## src/rtl/sha_pkg.sv

```systemverilog
// ----------------------------------------------------------------------------
// sha_pkg
// Shared constants and round functions for the SHA-256 hash engine.
// ----------------------------------------------------------------------------
`timescale 1ns / 1ps

package sha_pkg;

  localparam int unsigned WordW     = 32;
  localparam int unsigned BlockWords = 16;
  localparam int unsigned HashWords = 8;
  localparam int unsigned Rounds    = 64;
  localparam int unsigned CountW    = 61;

  localparam logic KIND_DATA   = 1'b0;
  localparam logic KIND_FINISH = 1'b1;

  localparam logic [7:0] PAD_BYTE = 8'h80;

  typedef logic [WordW-1:0] word_t;

  function automatic word_t rotr(input word_t x, input int unsigned n);
    rotr = (x >> n) | (x << (WordW - n));
  endfunction

  function automatic word_t big_sigma0(input word_t x);
    big_sigma0 = rotr(x, 2) ^ rotr(x, 13) ^ rotr(x, 22);
  endfunction

  function automatic word_t big_sigma1(input word_t x);
    big_sigma1 = rotr(x, 6) ^ rotr(x, 11) ^ rotr(x, 25);
  endfunction

  function automatic word_t small_sigma0(input word_t x);
    small_sigma0 = rotr(x, 7) ^ rotr(x, 18) ^ (x >> 3);
  endfunction

  function automatic word_t small_sigma1(input word_t x);
    small_sigma1 = rotr(x, 17) ^ rotr(x, 19) ^ (x >> 10);
  endfunction

  function automatic word_t init_hash(input logic [2:0] i);
    unique case (i)
      3'd0: init_hash = 32'h6a09e667;
      3'd1: init_hash = 32'hbb67ae85;
      3'd2: init_hash = 32'h3c6ef372;
      3'd3: init_hash = 32'ha54ff53a;
      3'd4: init_hash = 32'h510e527f;
      3'd5: init_hash = 32'h9b05688c;
      3'd6: init_hash = 32'h1f83d9ab;
      default: init_hash = 32'h5be0cd19;
    endcase
  endfunction

  function automatic word_t round_k(input logic [5:0] t);
    unique case (t)
      6'd0:  round_k = 32'h428a2f98; 6'd1:  round_k = 32'h71374491;
      6'd2:  round_k = 32'hb5c0fbcf; 6'd3:  round_k = 32'he9b5dba5;
      6'd4:  round_k = 32'h3956c25b; 6'd5:  round_k = 32'h59f111f1;
      6'd6:  round_k = 32'h923f82a4; 6'd7:  round_k = 32'hab1c5ed5;
      6'd8:  round_k = 32'hd807aa98; 6'd9:  round_k = 32'h12835b01;
      6'd10: round_k = 32'h243185be; 6'd11: round_k = 32'h550c7dc3;
      6'd12: round_k = 32'h72be5d74; 6'd13: round_k = 32'h80deb1fe;
      6'd14: round_k = 32'h9bdc06a7; 6'd15: round_k = 32'hc19bf174;
      6'd16: round_k = 32'he49b69c1; 6'd17: round_k = 32'hefbe4786;
      6'd18: round_k = 32'h0fc19dc6; 6'd19: round_k = 32'h240ca1cc;
      6'd20: round_k = 32'h2de92c6f; 6'd21: round_k = 32'h4a7484aa;
      6'd22: round_k = 32'h5cb0a9dc; 6'd23: round_k = 32'h76f988da;
      6'd24: round_k = 32'h983e5152; 6'd25: round_k = 32'ha831c66d;
      6'd26: round_k = 32'hb00327c8; 6'd27: round_k = 32'hbf597fc7;
      6'd28: round_k = 32'hc6e00bf3; 6'd29: round_k = 32'hd5a79147;
      6'd30: round_k = 32'h06ca6351; 6'd31: round_k = 32'h14292967;
      6'd32: round_k = 32'h27b70a85; 6'd33: round_k = 32'h2e1b2138;
      6'd34: round_k = 32'h4d2c6dfc; 6'd35: round_k = 32'h53380d13;
      6'd36: round_k = 32'h650a7354; 6'd37: round_k = 32'h766a0abb;
      6'd38: round_k = 32'h81c2c92e; 6'd39: round_k = 32'h92722c85;
      6'd40: round_k = 32'ha2bfe8a1; 6'd41: round_k = 32'ha81a664b;
      6'd42: round_k = 32'hc24b8b70; 6'd43: round_k = 32'hc76c51a3;
      6'd44: round_k = 32'hd192e819; 6'd45: round_k = 32'hd6990624;
      6'd46: round_k = 32'hf40e3585; 6'd47: round_k = 32'h106aa070;
      6'd48: round_k = 32'h19a4c116; 6'd49: round_k = 32'h1e376c08;
      6'd50: round_k = 32'h2748774c; 6'd51: round_k = 32'h34b0bcb5;
      6'd52: round_k = 32'h391c0cb3; 6'd53: round_k = 32'h4ed8aa4a;
      6'd54: round_k = 32'h5b9cca4f; 6'd55: round_k = 32'h682e6ff3;
      6'd56: round_k = 32'h748f82ee; 6'd57: round_k = 32'h78a5636f;
      6'd58: round_k = 32'h84c87814; 6'd59: round_k = 32'h8cc70208;
      6'd60: round_k = 32'h90befffa; 6'd61: round_k = 32'ha4506ceb;
      6'd62: round_k = 32'hbef9a3f7; default: round_k = 32'hc67178f2;
    endcase
  endfunction

endpackage

```

## src/rtl/sha_ram.sv

```systemverilog
// ----------------------------------------------------------------------------
// sha_ram
// Generic single-write, single-read synchronous RAM with registered read.
// ----------------------------------------------------------------------------
`timescale 1ns / 1ps

module sha_ram #(
  parameter int unsigned Width = 32,
  parameter int unsigned Depth = 16
) (
  input  logic                     clk_i,
  input  logic                     we_i,
  input  logic [$clog2(Depth)-1:0] waddr_i,
  input  logic [Width-1:0]         wdata_i,
  input  logic                     re_i,
  input  logic [$clog2(Depth)-1:0] raddr_i,
  output logic [Width-1:0]         rdata_o
);

  logic [Width-1:0] mem [Depth];
  logic [Width-1:0] rdata_q;

  always_ff @(posedge clk_i) begin
    if (we_i) begin
      mem[waddr_i] <= wdata_i;
    end
    if (re_i) begin
      rdata_q <= mem[raddr_i];
    end
  end

  assign rdata_o = rdata_q;

endmodule

```

## src/rtl/sha256_hash_engine_top.sv

```systemverilog
// ----------------------------------------------------------------------------
// sha256_hash_engine_top
// SHA-256 over a byte stream; block buffer held in a 16 x 32 word RAM.
// ----------------------------------------------------------------------------
// data byte: a block-completing byte starts a compression (fetch, 64
//   rounds, hash update) in the single round unit; input stalls meanwhile
// finish: padding and length writes, one or two compressions, then eight
//   digest words, one per cycle while the output is not stalled
// reset: hash at initial value, byte count zero, output empty; buffer RAM
//   is not cleared as every word is written before it is read
`timescale 1ns / 1ps

module sha256_hash_engine_top (
  input  logic                clk_i,
  input  logic                rst_ni,
  input  logic                in_valid_i,
  output logic                in_stall_o,
  input  logic                kind_i,
  input  logic [7:0]          data_byte_i,
  output logic                out_valid_o,
  input  logic                out_stall_i,
  output sha_pkg::word_t      digest_word_o,
  output logic [2:0]          word_index_o,
  output logic                last_word_o
);

  import sha_pkg::*;

  typedef enum logic [3:0] {
    S_IDLE, S_PAD, S_LEN_HI, S_LEN_LO, S_PREP, S_ROUND, S_FINAL, S_EMIT
  } state_e;

  state_e            state_q;
  logic [CountW-1:0] count_q;
  word_t             word_q;
  word_t             hash_q  [HashWords];
  word_t             v_q     [HashWords];
  word_t             sched_q [BlockWords];
  logic [5:0]        rcnt_q;
  logic [4:0]        widx_q;
  logic              spill_q;
  logic              fin_q;
  logic [2:0]        eidx_q;
  logic              out_valid_q;
  word_t             out_word_q;
  logic [2:0]        out_idx_q;

  logic       in_xfer;
  logic [5:0] pos;
  word_t      data_word, pad_word, wt, t1, t2, ch, maj, rdata;
  logic       we, re;
  logic [3:0] waddr, raddr;
  word_t      wdata;
  logic [4:0] pad_lim;
  logic       out_load;

  assign in_stall_o = (state_q != S_IDLE);
  assign in_xfer    = in_valid_i && !in_stall_o;
  assign pos        = count_q[5:0];
  assign pad_lim    = spill_q ? 5'd16 : 5'd14;
  assign out_load   = (state_q == S_EMIT) && (!out_valid_q || !out_stall_i);

  // big-endian lanes: byte 0 of a word sits in bits 31:24
  always_comb begin
    data_word = word_q;
    pad_word  = '0;
    for (int l = 0; l < 4; l++) begin
      if (l == int'(pos[1:0])) begin
        data_word[31-8*l -: 8] = data_byte_i;
        pad_word[31-8*l -: 8]  = PAD_BYTE;
      end else if (l < int'(pos[1:0])) begin
        pad_word[31-8*l -: 8]  = word_q[31-8*l -: 8];
      end
    end
  end

  always_comb begin
    we    = 1'b0;
    waddr = pos[5:2];
    wdata = data_word;
    re    = 1'b0;
    raddr = '0;
    unique case (state_q)
      S_IDLE: begin
        if (in_xfer && (kind_i == KIND_FINISH)) begin
          we    = 1'b1;
          wdata = pad_word;
        end else if (in_xfer && (pos[1:0] == 2'd3)) begin
          we    = 1'b1;
        end
      end
      S_PAD: begin
        we    = (widx_q < pad_lim);
        waddr = widx_q[3:0];
        wdata = '0;
      end
      S_LEN_HI: begin
        we    = 1'b1;
        waddr = 4'd14;
        wdata = count_q[CountW-1:29];
      end
      S_LEN_LO: begin
        we    = 1'b1;
        waddr = 4'd15;
        wdata = {count_q[28:0], 3'b000};
      end
      S_PREP: begin
        re    = 1'b1;
      end
      S_ROUND: begin
        re    = 1'b1;
        raddr = rcnt_q[3:0] + 4'd1;
      end
      default: ;
    endcase
  end

  sha_ram #(
    .Width (WordW),
    .Depth (BlockWords)
  ) u_block_ram (
    .clk_i   (clk_i),
    .we_i    (we),
    .waddr_i (waddr),
    .wdata_i (wdata),
    .re_i    (re),
    .raddr_i (raddr),
    .rdata_o (rdata)
  );

  // message schedule: first sixteen words come straight from the buffer
  always_comb begin
    if (rcnt_q < 6'd16) begin
      wt = rdata;
    end else begin
      wt = small_sigma1(sched_q[14]) + sched_q[9] + small_sigma0(sched_q[1]) + sched_q[0];
    end
    ch  = (v_q[4] & v_q[5]) ^ (~v_q[4] & v_q[6]);
    maj = (v_q[0] & v_q[1]) ^ (v_q[0] & v_q[2]) ^ (v_q[1] & v_q[2]);
    t1  = v_q[7] + big_sigma1(v_q[4]) + ch + round_k(rcnt_q) + wt;
    t2  = big_sigma0(v_q[0]) + maj;
  end

  always_ff @(posedge clk_i or negedge rst_ni) begin
    if (!rst_ni) begin
      state_q     <= S_IDLE;
      count_q     <= '0;
      rcnt_q      <= '0;
      widx_q      <= '0;
      spill_q     <= 1'b0;
      fin_q       <= 1'b0;
      eidx_q      <= '0;
      out_valid_q <= 1'b0;
      for (int i = 0; i < HashWords; i++) begin
        hash_q[i] <= init_hash(3'(i));
      end
    end else begin
      if (out_valid_q && !out_stall_i && !out_load) begin
        out_valid_q <= 1'b0;
      end
      unique case (state_q)
        S_IDLE: begin
          if (in_xfer && (kind_i == KIND_FINISH)) begin
            fin_q   <= 1'b1;
            spill_q <= (pos[5:3] == 3'b111);
            widx_q  <= {1'b0, pos[5:2]} + 5'd1;
            state_q <= S_PAD;
          end else if (in_xfer) begin
            word_q  <= data_word;
            count_q <= count_q + 1'b1;
            fin_q   <= 1'b0;
            if (pos == 6'd63) begin
              state_q <= S_PREP;
            end
          end
        end
        S_PAD: begin
          if (widx_q < pad_lim) begin
            widx_q <= widx_q + 5'd1;
          end else if (spill_q) begin
            state_q <= S_PREP;
          end else begin
            state_q <= S_LEN_HI;
          end
        end
        S_LEN_HI: state_q <= S_LEN_LO;
        S_LEN_LO: state_q <= S_PREP;
        S_PREP: begin
          rcnt_q  <= '0;
          for (int i = 0; i < HashWords; i++) begin
            v_q[i] <= hash_q[i];
          end
          state_q <= S_ROUND;
        end
        S_ROUND: begin
          for (int i = 0; i < BlockWords - 1; i++) begin
            sched_q[i] <= sched_q[i+1];
          end
          sched_q[BlockWords-1] <= wt;
          v_q[7] <= v_q[6];
          v_q[6] <= v_q[5];
          v_q[5] <= v_q[4];
          v_q[4] <= v_q[3] + t1;
          v_q[3] <= v_q[2];
          v_q[2] <= v_q[1];
          v_q[1] <= v_q[0];
          v_q[0] <= t1 + t2;
          rcnt_q <= rcnt_q + 6'd1;
          if (rcnt_q == 6'(Rounds - 1)) begin
            state_q <= S_FINAL;
          end
        end
        S_FINAL: begin
          for (int i = 0; i < HashWords; i++) begin
            hash_q[i] <= hash_q[i] + v_q[i];
          end
          if (spill_q) begin
            spill_q <= 1'b0;
            widx_q  <= '0;
            state_q <= S_PAD;
          end else if (fin_q) begin
            eidx_q  <= '0;
            state_q <= S_EMIT;
          end else begin
            state_q <= S_IDLE;
          end
        end
        S_EMIT: begin
          if (out_load) begin
            out_valid_q <= 1'b1;
            out_word_q  <= hash_q[eidx_q];
            out_idx_q   <= eidx_q;
            eidx_q      <= eidx_q + 3'd1;
            if (eidx_q == 3'd7) begin
              for (int i = 0; i < HashWords; i++) begin
                hash_q[i] <= init_hash(3'(i));
              end
              count_q <= '0;
              fin_q   <= 1'b0;
              state_q <= S_IDLE;
            end
          end
        end
        default: state_q <= S_IDLE;
      endcase
    end
  end

  assign out_valid_o   = out_valid_q;
  assign digest_word_o = out_word_q;
  assign word_index_o  = out_idx_q;
  assign last_word_o   = (out_idx_q == 3'd7);

endmodule

```

## config.mk

```make
export PLATFORM = sky130hd
export DESIGN_NAME = sha256_hash_engine_top
export DESIGN_NICKNAME = d
export VERILOG_FILES = /design/src/rtl/sha_pkg.sv /design/src/rtl/sha_ram.sv /design/src/rtl/sha256_hash_engine_top.sv
export SDC_FILE = /design/constraint.sdc
export NUM_CORES = 2
export LEC_CHECK = 0
export BUFFER_PORTS_ARGS = -buffer_cell sky130_fd_sc_hd__buf_2
export CAP_MARGIN = 10
export CORE_MARGIN = 5
export CORE_UTILIZATION = 64
export CTS_BUF_LIST = sky130_fd_sc_hd__clkbuf_16
export DETAILED_ROUTE_END_ITERATION = 12
export MAX_ROUTING_LAYER = met4
export PLACE_DENSITY = 0.77
export SYNTH_ARGS = -nofsm -noshare
export SYNTH_HDL_FRONTEND = slang
export SYNTH_SLANG_ARGS = --single-unit
```

## constraint.sdc

```tcl
create_clock -name clk_i -period 21.1 [get_ports clk_i]
set_input_delay 2.11 -clock clk_i [delete_from_list [all_inputs] [get_ports clk_i]]
set_output_delay 2.11 -clock clk_i [all_outputs]
set_load 0.05 [all_outputs]
```

==> flow_summary.ini <==
[run_status]
status = finished, final reports clean

[clock_tree]
htreeDepth = 4
cts-root-buf = clkbuf_16
postCtsSetupRepairBufs = 0
cts_buffer_depth = 3
cts_resized = 0
cts_tree = yes
worstSkewPairLatency_ns = 0.83
cts-hold-fix-buffers = 0
cts_inserted_buffers = 175
clkTransAtPathRegs_ns = 0.07
clock_sinks = 1716

[cells_and_area]
nFillCells = 10260
layout-drive-gt1-share_pct = 11.07
syn_to_final_growth_pct = 8.807
nets = 8869

[detailed_routing]
drtIter0Drc = 9475
drt_pass1_iterations = 8
drtAntennaViolNets = 0
wl_per_cell_um = 29.00
drc = 0
vias_per_cell = 6.653
drt_wl_total_um = 299300
vias = 68670

[global_route]
grt_pass1_wl_um = 438500
globalRouteOverflowTotal = 0
grt_max_degree = 200
grt_pass1_vias = 65260
grt_usage_pct = 39.09
antenna_found_initial = 9

[worst_setup_path]
required_ns = 21.66
path_buf_inv = 8
cp_slowest_cell = fa_1
cpMostUsedCell = inv_1
startpoint_type = flop
crit_path_end_kind = flop
critPathTopFamily = adder cells
slowest_delay_ns = 0.60
cp.arrival_ns = 11.92
critPathKind = reg2reg
cp_max_fo = 5

[sta]
worst_pin_slew_ns = 1.359
relSlewSlack_pct = 8.638
setup_viol = 0
period_minus_slack_ns = 11.36
maxSlewViolCount = 0
fmax_mhz = 87.99
fin_crit_sh_pct = 53.86
finClkSkew_ns = 0.06418
rsz0062_at_grt = no
holdWs_ns = 0.4045
tns_ns = 0
hold_viol_final = 0

[place]
dp_hpwl_um = 206500
place.gp.congestion = 1.026
port_buffers = 50

[floorplanning]
die_area_um2 = 155100
num_io_pins = 51
die_w_um = 393.9
rows = 140
initial_core_util_pct = 64.56
coreArea_um2 = 146100
die_h_um = 393.9

[yosys]
seq_area_frac_synth_pct = 53.03
synth.largest_area_cell = edfxtp_1
yosysMostFrequentCell = edfxtp_1
synth_cell_types = 109
synth_ff_type = edfxtp_1
synth_top_area_share_pct = 43.91
syn-cell-area_um2 = 94310
yosysWarnings = 0
synthTopCellsByArea = edfxtp_1, ha_1, dfrtp_1, nand2_1, fa_1
avgSynthCellArea_um2 = 11.38
synth_fp_nets = 8910
synthTopCellsByCount = edfxtp_1, nand2_1, a21oi_1
postSynthCellCount = 8290
synthArstFlopShare_pct = 19.64
synth_edf_count = 1379
ys_ff_latch = 1716

[hold_path]
hold_class = reg2reg

[job]
drv_cap = 0
[sequential cells by signal (all words and copies together) (netlist names)]
register,cells
digest_word_o,32
fin_q,1
widx_q,5
count_q,61
rcnt_q,6
word_index_o,3
hash_q,256
sched_q,512
out_valid_o,1
spill_q,1
u_block_ram.rdata_o,32
v_q,256
eidx_q,3
state_q,3
u_block_ram.mem,512
word_q,32
[kinds of logic (layout without fill, tap and decap cells)]
family          after synthesis  count (layout)  share of synthesized area [%]
simple gates               2102            2102                          9.783
compound gates             1958            1958                          12.88
flops                      1716            1716                          53.03
buf+inv                     892            1002                          3.566
xor+xnor                    617             617                          5.738
fa+ha+maj                   612             612                          9.666
mux                         393             393                          5.340
other cells                   0               5                              0
[stage by stage]
stage / cell area, um2 / setup WS [ns] / utilization, % / std cells
finish: 102600 / 9.735 / 70.24 / 10320
global route: 102600 / 9.204 / 70.24 / 10320
CTS: 102600 / 9.914 / 70.23 / 10320
detailed placement: 96730 / 10.00 / 66.21 / 9989
global placement: 96730 / 10.15 / 66.21 / 9989
floorplan: 94310 / 3.500 / - / 8290
[final cells by class]
class	count	area [um2]	area share [%]
Antenna cell	5	12.51	0.01219
Clock buffer	177	4429	4.316
Clock inverter	151	1450	1.413
Inverter	510	1922	1.873
Multi-Input combinational cell	5682	41170	40.12
Sequential cell	1716	50030	48.76
Tap cell	1917	2399	2.337
Timing Repair Buffer	164	1204	1.173
[cells in the final DEF (no fill, tap or decap), types with 49 or more instances in the layout]
master / netlist / layout
a21o_1: 191 / 190
a21oi_1: 634 / 633
a31oi_1: 55 / 55
and3_1: 93 / 91
buf_2: 6 / 49
buf_4: 0 / 107
clkbuf_16: 0 / 177
dfrtp_1: 201 / 193
dfstp_2: 136 / 136
edfxtp_1: 1379 / 1379
fa_1: 196 / 196
ha_1: 411 / 409
inv_1: 502 / 539
mux2_2: 201 / 201
mux2i_1: 124 / 124
mux4_2: 68 / 68
nand2_1: 1078 / 1075
nand2b_1: 69 / 69
nand3_1: 131 / 130
nor2_1: 444 / 422
nor3_1: 75 / 74
o21a_1: 66 / 66
o21ai_0: 511 / 507
xnor2_1: 367 / 367
xor2_1: 249 / 249
[worst reg2reg max path: cells and delay by family, from the launching register on]
kind	cells	cell delay, ns
adder cells (fa/ha/maj)	10	4.12
AO/OA/AOI/OAI	14	2.64
AND/OR/NAND/NOR	10	1.75
XOR/XNOR	5	1.34
buffers and inverters	8	0.52
flip-flops	1	0.49
multiplexers	1	0.28
[routing by layer]
metal	routed length [um]	up-vias	global-route usage (%)
li1	-	29770	-
met1	122400	33930	57.64
met2	127200	4413	54.47
met3	38440	558	8.923
met4	11260	0	12.22
met5	0	-	-
[final timing paths]
path / start / end / slack (ns) / cells past startpoint
max: sched_q[0][36]$_DFFE_PP_ / v_q[0][31]$_DFFE_PP_ / 9.74 / 48
min: sched_q[1][76]$_DFFE_PP_ / sched_q[1][44]$_DFFE_PP_ / 0.40 / 0
max reg2reg: sched_q[0][36]$_DFFE_PP_ / v_q[0][31]$_DFFE_PP_ / 9.74 / 48
min reg2reg: sched_q[1][76]$_DFFE_PP_ / sched_q[1][44]$_DFFE_PP_ / 0.40 / 0
max in group asynchronous: rst_ni / hash_q[26]$_DFFE_PN0P_ / 17.88 / 3
min in group asynchronous: rst_ni / hash_q[74]$_DFFE_PN0P_ / 1.22 / 1
Power is not shown: default switching activity piles up to over one toggle a cycle in this logic, so the estimate is an artifact.
